**src/hdl/hmmu_pkg.sv**
```systemverilog
// ----------------------------------------------------------------------------
// hmmu_pkg
// shared types and constants of the handheld memory map unit
// ----------------------------------------------------------------------------
package hmmu_pkg;

  localparam int unsigned ROM_BYTES_DEF = 32768;
  localparam int unsigned RAM_BYTES     = 8192;
  localparam int unsigned BOOT_BYTES    = 256;
  localparam int unsigned HIGH_BYTES    = 128;

  localparam int unsigned RAM_AW  = $clog2(RAM_BYTES);
  localparam int unsigned BOOT_AW = $clog2(BOOT_BYTES);
  localparam int unsigned HIGH_AW = $clog2(HIGH_BYTES);

  localparam logic [15:0] BOOT_EXIT_PC = 16'h0100;
  localparam logic [15:0] WORK_END     = 16'hFE00;
  localparam logic [15:0] HIGH_BASE    = 16'hFF80;

  typedef enum logic [2:0] {
    MODE_RD_BYTE   = 3'd0,
    MODE_WR_BYTE   = 3'd1,
    MODE_RD_WORD   = 3'd2,
    MODE_WR_WORD   = 3'd3,
    MODE_LOAD_BOOT = 3'd4
  } mode_t;

  typedef enum logic [2:0] {
    SRC_NONE,
    SRC_BOOT,
    SRC_ROM,
    SRC_EXT,
    SRC_WORK,
    SRC_HIGH
  } src_t;

  typedef enum logic [2:0] {
    ST_CLEAR,
    ST_IDLE,
    ST_LO,
    ST_HI,
    ST_OUT
  } state_t;

  typedef struct packed {
    logic take;
    logic clear;
    logic issue;
    logic second;
    logic cap_lo;
    logic load_out;
  } cmd_t;

  typedef struct packed {
    logic clear_last;
    logic is_word;
  } sts_t;

endpackage

```
**src/hdl/hmmu_ctrl.sv**
```systemverilog
// ----------------------------------------------------------------------------
// hmmu_ctrl
// sequencer for clearing pass, byte accesses and result hand-off
// ----------------------------------------------------------------------------
module hmmu_ctrl (
  input  logic            clk,
  input  logic            rst,
  input  logic            in_valid,
  output logic            in_ready,
  output logic            out_valid,
  input  logic            out_ready,
  output hmmu_pkg::cmd_t  cmd,
  input  hmmu_pkg::sts_t  sts
);
  import hmmu_pkg::*;

  state_t state;
  state_t state_next;
  logic   slot_free;
  logic   accept;

  assign slot_free = !out_valid || out_ready;
  assign accept    = in_valid && in_ready;

  always_comb begin
    state_next = state;
    case (state)
      ST_CLEAR: begin
        if (sts.clear_last) state_next = ST_IDLE;
      end
      ST_IDLE: begin
        if (accept) state_next = ST_LO;
      end
      ST_LO: begin
        state_next = sts.is_word ? ST_HI : ST_OUT;
      end
      ST_HI: begin
        state_next = ST_OUT;
      end
      ST_OUT: begin
        if (slot_free) state_next = accept ? ST_LO : ST_IDLE;
      end
      default: state_next = ST_CLEAR;
    endcase
  end

  always_comb begin
    cmd      = '0;
    in_ready = 1'b0;
    case (state)
      ST_CLEAR: begin
        cmd.clear = 1'b1;
      end
      ST_IDLE: begin
        in_ready = 1'b1;
      end
      ST_LO: begin
        cmd.issue = 1'b1;
      end
      ST_HI: begin
        cmd.issue  = 1'b1;
        cmd.second = 1'b1;
        cmd.cap_lo = 1'b1;
      end
      ST_OUT: begin
        cmd.load_out = slot_free;
        in_ready     = slot_free;
      end
      default: ;
    endcase
    cmd.take = in_valid && in_ready;
  end

  always_ff @(posedge clk) begin
    if (rst) begin
      state     <= ST_CLEAR;
      out_valid <= 1'b0;
    end else begin
      state <= state_next;
      if (cmd.load_out) begin
        out_valid <= 1'b1;
      end else if (out_ready) begin
        out_valid <= 1'b0;
      end
    end
  end

endmodule

```
**config.mk**
```make
export PLATFORM = sky130hd
export DESIGN_NAME = hmmu_ctrl
export DESIGN_NICKNAME = d
export VERILOG_FILES = /design/src/hdl/hmmu_pkg.sv /design/src/hdl/hmmu_ctrl.sv
export SDC_FILE = /design/constraint.sdc
export NUM_CORES = 1
export LEC_CHECK = 0
export ABC_CLOCK_PERIOD_IN_PS = 1400
export BUFFER_PORTS_ARGS = -buffer_cell sky130_fd_sc_hd__buf_2
export CORE_AREA = 2 2 39 41
export CTS_CLUSTER_SIZE = 24
export DETAILED_ROUTE_END_ITERATION = 8
export DIE_AREA = 0 0 41 43
export GPL_ROUTABILITY_DRIVEN = 0
export PLACE_DENSITY = 0.45
export REMOVE_ABC_BUFFERS = 1
export SKIP_CTS_REPAIR_TIMING = 1
export SLEW_MARGIN = 20
export SYNTH_ARGS = -nofsm -noshare
export SYNTH_HDL_FRONTEND = slang
export SYNTH_SLANG_ARGS = --single-unit
```
**constraint.sdc**
```tcl
create_clock -name clk -period 1.4 [get_ports clk]
set_input_delay 0.07 -clock clk [delete_from_list [all_inputs] [get_ports clk]]
set_output_delay 0.07 -clock clk [all_outputs]
set_load 0.02 [all_outputs]
```
---- Yosys cells after proc, flatten, opt, wreduce, memory -nomap -nowiden ----
Cells that the tools add are included.
operators by class
  $add $sub $neg .......................... 0
  multipliers ............................. 0
  div/mod/pow operators ................... 0
  $lt $le $gt $ge ......................... 0
  equality and inequality tests ........... 7
  shift-type cells ........................ 0
  multiplexer cells ....................... 13
  bitwise operators ....................... 0
  reduce and logical (&&, ||, !) cells .... 7
operators with widths
  kind                                                 number
  one-hot mux 3 bit (5 select lines)                   1
  two-way mux 3 bit                                    4
  equality test 3 x 2 -> 1 bit, second input constant  2
  inequality test 2 bit, second input constant         3
  two-way mux 1 bit                                    5
  two-way mux 2 bit                                    2
  equality test 3 x 1 -> 1 bit, second input constant  1
  equality test 3 bit, second input constant           1
  zero test 3 bit                                      1
  AND reduction 3 bit                                  1
  one-hot mux 1 bit (2 select lines)                   1
  nonzero test 2 bit                                   1
  OR reduction 2 bit                                   1
  logical AND 1 bit                                    1
  zero test 1 bit                                      1
  logical OR 1 bit                                     1
word-level totals
  register bits after elaboration ......... 4
  bits in latches ......................... 0
  RAM bits ................................ 0
  bits in read-only memories .............. 0
  input bits .............................. 6
  output and inout bits ................... 8
  memories ................................ 0

---- Logic depth before layout (Yosys ltp) ----
Gate-level depths: netlist of run 1.
  word-level depth ........................ 7
  mapped depth ............................ 5
  mapped depth without buffers ............ 4

---- Least setup slack after synthesis of run 1 ----
Ideal clock, no wire load.
  path kind ............................... flip-flop to output port
  start point ............................. register state[0]
  end point ............................... output port cmd[5] (netlist name)
  arrival ................................. 1.377 ns
  data required time ...................... 1.330 ns
  slack ................................... -0.047 ns
  stages on the path, launching flop included .. 6
  path buffers ............................ 2
  cells stage by stage .................... dfxtp_1 clkbuf_1 nand2b_1 a21oi_1 and2_1 buf_4
on the way
  longest elaborated chain between the ends .. 3
  elaborated cells between the ends (all ways) .. 4
ends and longest elaborated chain
  item                                                                        RTL line         RTL
  start, declared                                                             hmmu_ctrl.sv:17  state_t state;
  start signal, assigned                                                      hmmu_ctrl.sv:79  state <= state_next;
  equality test 3 bit / equality test 3 x 1 -> 1 bit (equally long branches)  hmmu_ctrl.sv:50  case (state)
  one-hot mux 1 bit (2 select lines) *                                        hmmu_ctrl.sv:50
  named net in_ready                                                          hmmu_ctrl.sv:9   output logic in_ready,
  logical AND 1 bit *                                                         -
  end, declared                                                               hmmu_ctrl.sv:12  output hmmu_pkg::cmd_t cmd,
The timed path passes the listed nets; every way through them passes the cells marked *.

==> run summary, run 1 <==
Final min period: 1.36 ns
Clk pin slew, worst setup/hold paths: 0.04 ns
Post-synth EDFFs: 0
H-tree Lvls: 1
top layer in use: met3
root buf cell: clkbuf_4
CORE AREA: 1380 um2
Internal: 470 uW
Antenna Nets Post-Route: 0
top cells by count, synth: dfxtp_1, nor2b_1
ratio of cells with drive above 1 in the final layout: 58.5%
share of the synthesized area in the top cell type: 27.7%
HP Start: rst
register bit total from synthesis: 4
vias in the first global route: 298
Synth Area per Inst: 8.50 um2
Die Ht: 43 um
CTS Buffer Depth: 2
RSZ-0062 raised after global routing: yes
M1 WL: 285 um
1st-iter DRT viols: 3
HPWL after detailed placement: 531 um
CTS buffer count: 3
status: complete, no violations
Final Power: 771 uW
Data required, critical path: 1.33 ns
Final setup viols: 0
Fin Setup TNS: 0 ns
GRT Util Overall: 9.11%
Area Growth Syn to Fin: 57.1%
fmax: 737 MHz
cells after synthesis: 34
Chip Width: 41 um
Endpoint, Worst Hold: out_valid$_SDFFE_PP0P_
Clock Skew: 0.00496 ns
antenna violations before repair: 0
final hold vios: 0
synthesized cell area: 289 um2
reg-to-reg slack, setup: 0.11 ns
Post-Route WL: 691 um
combinational power share: 57.2%
WP data arrival: 1.29 ns
Place WS: 0.0732 ns
final slew viol count: 0
crit-path cells: buf_6, nand3b_1, a21oi_2, and2_4, buf_6
crit path setup slack, layout: 0.0438 ns
first-pass GRT wire length: 1.04 mm
Wirelength per Cell: 10.0 um
Switching Fraction: 39.0%
crit-path max FO: 5
die area: 1760 um2
Clk pwr share: 19.2%
Skew-Pair Late Insertion Delay: 0.24 ns
Port Buf Inserts: 13
Crit path top cell by count: buf_6
crit share post-route: 96.9%
Seq pwr share: 23.7%
Worst Path Class, Setup: flip-flop to primary output
met2 WL post-DR: 374 um
hold path cells: 2
buffers and inverters on the worst path: 2
nets: 61
num rows: 14
synth top area cells: dfxtp_1, nor2b_1, a2111oi_2, buf_4, nand3b_1
Area after DPL: 385 um2
CP Capture Type: primary output
fin area: 454 um2
reg2reg start: state[1]$_SDFFE_PP0P_
sequential-to-total area share from yosys stat: 27.7%
DRC: 0
area leader, netlist: dfxtp_1
Async SR Flop Fraction: 0%
Crit path max-delay family: flip-flops
Startpoint Class: flip-flop
DR vias/cell: 4.74
reg2reg end: state[0]$_SDFFE_PP0P_
Leak: 0.000201 uW
io pins: 14
WHS: 0.0874 ns
Worst Reg2Reg Path Length in Cells: 4
Initial Util: 20.9%
CTS sink cnt: 4
Netlist cell types: 21
Worst-Margin Slew: 0.450 ns
ANT cells: 0
synth warn: 0
Pwr Density: 1700 nW/um2
Worst Hold Class: input pin to flip-flop
vias: 327
First-pass DRT Iterations: 4
Routed met3 length: 31 um
Slew HR: 69.9%
gr ovfl total: 0
Top FF cell, synth: dfxtp_1
CTS tree: yes
pin count of the biggest net entering global routing: 9
biggest cell delay along the critical path: 0.35 ns
max-cap viol count: 0
peak supply drop: 0.421 mV
cell with the largest stage delay on the worst path: dfxtp_4
sw power: 300 uW
==> state kept, by name, indices dropped and copies added, names as in the netlist <==
register	count
state	3
out_valid	1
==> worst max-delay path by stage <==
stage,from,endpoint,cells past startpoint,slack [ns]
after floorplan,out_valid$_SDFFE_PP0P_,cmd[5],4,0.02
after global placement,state[0]$_SDFFE_PP0P_,state[0]$_SDFFE_PP0P_,4,0.05
after detailed placement,state[1]$_SDFFE_PP0P_,state[0]$_SDFFE_PP0P_,4,0.07
after CTS,state[0]$_SDFFE_PP0P_,cmd[5],5,-0.006
after global routing,state[0]$_SDFFE_PP0P_,cmd[5],5,-0.02
final,state[0]$_SDFFE_PP0P_,cmd[5],5,0.04
==> worst register-to-register path, stage by stage (launching register included) <==
cell and delay, ns:
dfxtp_4 0.34, or3b_4 0.41, a211oi_2 0.21, nor2_1 0.07, o31ai_2 0.17
==> power by group through the flow <==
stage | clock (uW) | combinational [uW] | sequential, uW
after CTS | 152 | 381 | 171
after global routing | 159 | 474 | 186
after detailed placement | 0 | 379 | 172
after global placement | 0 | 382 | 175
after floorplan | 0 | 210 | 185
final | 148 | 441 | 182
==> layout make-up <==
class / count / area, um2
inverter: 1 / 3.75
multi-input combinational: 26 / 198
clock buffer: 3 / 22.5
tap: 16 / 20.0
sequential: 4 / 87.6
fill: 155 / 930
timing repair buffer: 19 / 123
==> layout by cell type, fill, tap and decap left out, types with 2 or more instances in the layout <==
cell and n:
buf_2 11, buf_4 6, nor2b_1 3, clkbuf_4 3, nand2b_1 2, nand3b_1 2
nor3_1 2, nor2_1 2, dfxtp_1 2, buf_6 2, dfxtp_4 2
==> cell families after synthesis <==
group           Yosys count  synth area share, %
simple gates             17                 37.2
buf+inv                   4                 7.79
flops                     4                 27.7
compound gates            9                 27.3
==> metrics by stage <==
step / std cells / utilization, %
after floorplan: 31 / -
after global placement: 64 / 27.8
after detailed placement: 64 / 27.8
after CTS: 67 / 29.5
after global routing: 69 / 32.8
final: 69 / 32.8
==> metal layers <==
layer / vias to the layer above / track usage, %
li1: 164 / -
met4: 0 / 10.0
met5: - / 0
met1: 153 / 7.96
met2: 10 / 15.0
met3: 0 / 1.57
Note: power is estimated with default switching activity, not from simulation.
==> run 2, diff against run 1 <==
- REMOVE_ABC_BUFFERS: 1 -> not set
==> run summary, run 2 (synthesis results as in run 1) <==
antenna violations before repair: 0 (unchanged)
Startpoint Class: flip-flop
Leak: 0.000197 uW (-1.9%)
First-pass DRT Iterations: 3 (-1)
nets: 60 (-1.6%)
ANT cells: 0 (unchanged)
most frequent cells in the layout: buf_2, buf_4, nor2b_1, clkbuf_4
Area Growth Syn to Fin: 51.1%
root buf cell: clkbuf_4
Area after DPL: 399 um2 (+3.6%)
CTS sink cnt: 4 (unchanged)
Worst-Margin Slew: 0.394 ns (-0.0569 ns)
fill cell count: 155 (unchanged)
Final min period: 1.34 ns (-0.0159 ns)
final std cells w/o fill: 68 (-1.4%)
GRT Util Overall: 9.74% (+0.63 points)
vias: 312 (-4.6%)
fmax: 746 MHz (+1.2%)
WP data arrival: 1.27 ns (-0.02 ns)
Clock Skew: 0.00313 ns (-0.00183 ns)
Skew-Pair Late Insertion Delay: 0.24 ns (about the same)
status: complete, no violations
Slew HR: 73.1% (+3.2 points)
num rows: 14 (unchanged)
Worst Path Class, Setup: flip-flop to primary output
HPWL after detailed placement: 554 um (+4.3%)
first-pass GRT wire length: 1.16 mm (+12%)
Die Ht: 43 um (unchanged)
Placed Instances: 65 (+1.6%)
Worst Hold Class: input pin to flip-flop
CTS Buffer Depth: 2 (unchanged)
met2 WL post-DR: 357 um (-4.5%)
Post-Route WL: 726 um (+5.1%)
CP Capture Type: primary output
Routed met3 length: 22 um (-29%)
DR vias/cell: 4.59 (-3.2%)
ratio of cells with drive above 1 in the final layout: 57.7% (-0.80 points)
Data required, critical path: 1.33 ns (about the same)
crit-path max FO: 6 (+1)
max-cap viol count: 0 (unchanged)
reg-to-reg slack, setup: 0.11 ns (about the same)
crit path setup slack, layout: 0.0597 ns (+0.0159 ns)
top layer in use: met4
vias in the first global route: 296 (-0.67%)
Antenna Nets Post-Route: 0 (unchanged)
Synthesized Nets: 40
Chip Width: 41 um (unchanged)
crit share post-route: 95.7% (-1.1 points)
io pins: 14 (unchanged)
leading cell type in the layout, fill and taps excluded: buf_2
final hold vios: 0 (unchanged)
Place WS: 0.0646 ns (-0.00860 ns)
CORE AREA: 1380 um2 (unchanged)
Final setup viols: 0 (unchanged)
1st-iter DRT viols: 6 (+3)
pin count of the biggest net entering global routing: 8 (-1)
DRC: 0 (unchanged)
peak supply drop: 0.449 mV (+6.6%)
Clk pin slew, worst setup/hold paths: 0.04 ns (about the same)
fin area: 437 um2 (-3.9%)
Regs by FF count: state x3, out_valid x1
Reg with most FFs: state
Pwr Density: 1630 nW/um2 (-3.7%)
Wirelength per Cell: 10.7 um (+6.6%)
Initial Util: 20.9% (unchanged)
gr ovfl total: 0 (unchanged)
CTS buffer count: 3 (unchanged)
max FFs per register: 3 (unchanged)
Port Buf Inserts: 13 (unchanged)
M1 WL: 333 um (+17%)
final slew viol count: 0 (unchanged)
die area: 1760 um2 (unchanged)
CTS tree: yes
H-tree Lvls: 1 (unchanged)
==> run 2: through the flow <==
step / util, % / hold slack (ns) / setup TNS [ns] / total power [uW]
2_1_floorplan: - / 0.139 / 0 / 428
3_3_place_gp: 28.8 / 0.326 / 0 / 556
3_5_place_dp: 28.8 / 0.319 / 0 / 556
4_1_cts: 30.5 / 0.0695 / -0.0102 / 706
5_1_grt: 31.6 / 0.0873 / -0.00564 / 768
6_report: 31.6 / 0.0756 / 0 / 714
==> run 2: final timing paths <==
path                                 end                    from  depth (start not counted)
setup / recovery                  cmd[0]   state[0]$_SDFFE_PP0P_                          3
hold / removal    out_valid$_SDFFE_PP0P_                     rst                          2
setup reg to reg   state[0]$_SDFFE_PP0P_   state[0]$_SDFFE_PP0P_                          4
hold reg to reg   out_valid$_SDFFE_PP0P_  out_valid$_SDFFE_PP0P_                          2
==> run 2: per-layer routing <==
metal,track usage [%],vias up
li1,-,161
met1,12.2,141
met2,13.8,8
met3,1.57,2
met4,8.00,0
met5,0,-
==> run 2: critical path, stage by stage (launching register included) <==
cell,delay (ns)
dfxtp_2,0.34
or3b_4,0.42
nor2b_1,0.12
buf_4,0.15
==> run 2: report_power, final <==
| group | switching [uW] | internal (uW) |
|---|---|---|
| Clock | 54.4 | 96.4 |
| Sequential | 32.8 | 144 |
| Combinational | 207 | 179 |
| Total | 295 | 419 |
==> run 2: layout make-up <==
class                      instances  area (um2)  area share (%)
inverter                           1        3.75           0.860
timing repair buffer              18         105            24.1
clock buffer                       3        22.5            5.16
multi-input combinational         26         203            46.4
sequential                         4        82.6            18.9
tap                               16        20.0            4.58
==> run 3, diff against run 2 <==
- CTS_BUF_LIST: not set -> sky130_fd_sc_hd__clkbuf_16
==> run summary, run 3 (synthesis results as in run 1) <==
most frequent cells in the layout: buf_2, buf_4, nor2b_1, clkbuf_16
die area: 1760 um2 (unchanged)
final slew viol count: 0 (unchanged)
Seq pwr share: 17.7% (-7.0 points)
Port Buf Inserts: 13 (unchanged)
Initial Util: 20.9% (unchanged)
Post-Route WL: 744 um (+2.5%)
CORE AREA: 1380 um2 (unchanged)
Synthesized Nets: 40 (unchanged)
vias in the first global route: 302 (+2.0%)
max-cap viol count: 0 (unchanged)
fmax: 752 MHz (+0.81%)
ANT cells: 0 (unchanged)
Slew HR: 71.5% (-1.6 points)
CTS tree: yes
final core occ: 35.7% (+4.2 points)
nets: 60 (unchanged)
Clk pwr share: 43.3% (+22 points)
Leak: 0.000218 uW (+11%)
CP Capture Type: primary output
CTS sink cnt: 4 (unchanged)
Die Ht: 43 um (unchanged)
final std cells w/o fill: 68 (unchanged)
Worst Path Class, Setup: flip-flop to primary output
Worst-Margin Slew: 0.417 ns (+0.0237 ns)
Internal: 700 uW (+67%)
Data required, critical path: 1.33 ns (about the same)
vias: 305 (-2.2%)
WHS: 0.0843 ns (+0.00865 ns)
sw power: 329 uW (+12%)
Skew-Pair Late Insertion Delay: 0.22 ns (-0.02 ns)
Regs by FF count: state x3, out_valid x1
first-pass GRT wire length: 1.23 mm (+6.0%)
Critical path origin: state[1]$_SDFFE_PP0P_
H-tree Lvls: 1 (unchanged)
DRC: 0 (unchanged)
Antenna Nets Post-Route: 0 (unchanged)
Fin Setup TNS: 0 ns (unchanged)
num rows: 14 (unchanged)
reg-to-reg slack, setup: 0.11 ns (about the same)
WP data arrival: 1.26 ns (about the same)
First-pass DRT Iterations: 4 (+1)
Area Growth Syn to Fin: 71.0%
Clock Skew: 0.00161 ns (-0.00152 ns)
gr ovfl total: 0 (unchanged)
status: complete, no violations
Final setup viols: 0 (unchanged)
Clk pin slew, worst setup/hold paths: 0.03 ns (about the same)
Reg with most FFs: state
Placed Instances: 65 (unchanged)
RSZ-0062 raised after global routing: no
GRT Util Overall: 10.4% (+0.70 points)
reg2reg start: state[1]$_SDFFE_PP0P_
ratio of cells with drive above 1 in the final layout: 57.7% (unchanged)
Wirelength per Cell: 10.9 um (+2.5%)
Worst Hold Class: input pin to flip-flop
max FFs per register: 3 (unchanged)
Chip Width: 41 um (unchanged)
reg2reg end: state[0]$_SDFFE_PP0P_
Switching Fraction: 32.0% (-9.3 points)
Startpoint Class: flip-flop
Worst Reg2Reg Path Length in Cells: 4 (unchanged)
crit share post-route: 95.0% (-0.77 points)
DR vias/cell: 4.49 (-2.2%)
1st-iter DRT viols: 3 (-3)
Pwr Density: 2080 nW/um2 (+27%)
CP endpoint: cmd[0]
leading cell type in the layout, fill and taps excluded: buf_2
root buf cell: clkbuf_16
peak supply drop: 0.580 mV (+29%)
io pins: 14 (unchanged)
combinational power share: 39.0% (-15 points)
antenna violations before repair: 0 (unchanged)
Final min period: 1.33 ns (-0.0107 ns)
CTS Buffer Depth: 2 (unchanged)
pin count of the biggest net entering global routing: 8 (unchanged)
CTS buffer count: 3 (unchanged)
HPWL after detailed placement: 554 um (unchanged)
final hold vios: 0 (unchanged)
crit-path max FO: 4 (-2)
==> run 3: critical path: stages (launching register included) <==
cell	delay, ns
dfxtp_2	0.33
or3b_4	0.42
nor2b_1	0.11
buf_2	0.16
==> run 3: worst min path at each step <==
stage	from	to	cells past startpoint
finish	rst	out_valid$_SDFFE_PP0P_	2
global placement	rst	out_valid$_SDFFE_PP0P_	2
CTS	rst	out_valid$_SDFFE_PP0P_	2
floorplan	rst	out_valid$_SDFFE_PP0P_	1
global route	rst	out_valid$_SDFFE_PP0P_	2
detailed placement	rst	out_valid$_SDFFE_PP0P_	2
==> run 3: per-layer routing <==
metal	wire length, um	vias up	track usage (%)
li1	-	160	-
met1	334	131	12.9
met2	357	11	14.4
met3	31	3	3.14
met4	19	0	8.00
met5	0	-	0
==> run 3: stage by stage <==
stage / worst slack (ns) / power, uW / area (um2)
after detailed placement: 0.0646 / 556 / 399
after floorplan: 0.0463 / 428 / 295
after CTS: 0.00343 / 1010 / 474
after global placement: 0.0927 / 556 / 399
final: 0.0705 / 1030 / 494
after global routing: 0.000570 / 1080 / 494
==> run 3: layout make-up <==
class | count | area, um2
Multi-Input combinational cell | 26 | 210
Inverter | 1 | 3.75
Sequential cell | 4 | 82.6
Tap cell | 16 | 20.0
Clock buffer | 3 | 75.1
Timing Repair Buffer | 18 | 103
Fill cell | 142 | 890
==> run 3: power groups by stage <==
stage / clock network (uW) / logic (uW) / registers, uW
6_report: 445 / 402 / 182
5_1_grt: 455 / 442 / 189
4_1_cts: 449 / 387 / 169
3_5_place_dp: 0 / 386 / 171
3_3_place_gp: 0 / 387 / 170
2_1_floorplan: 0 / 266 / 162
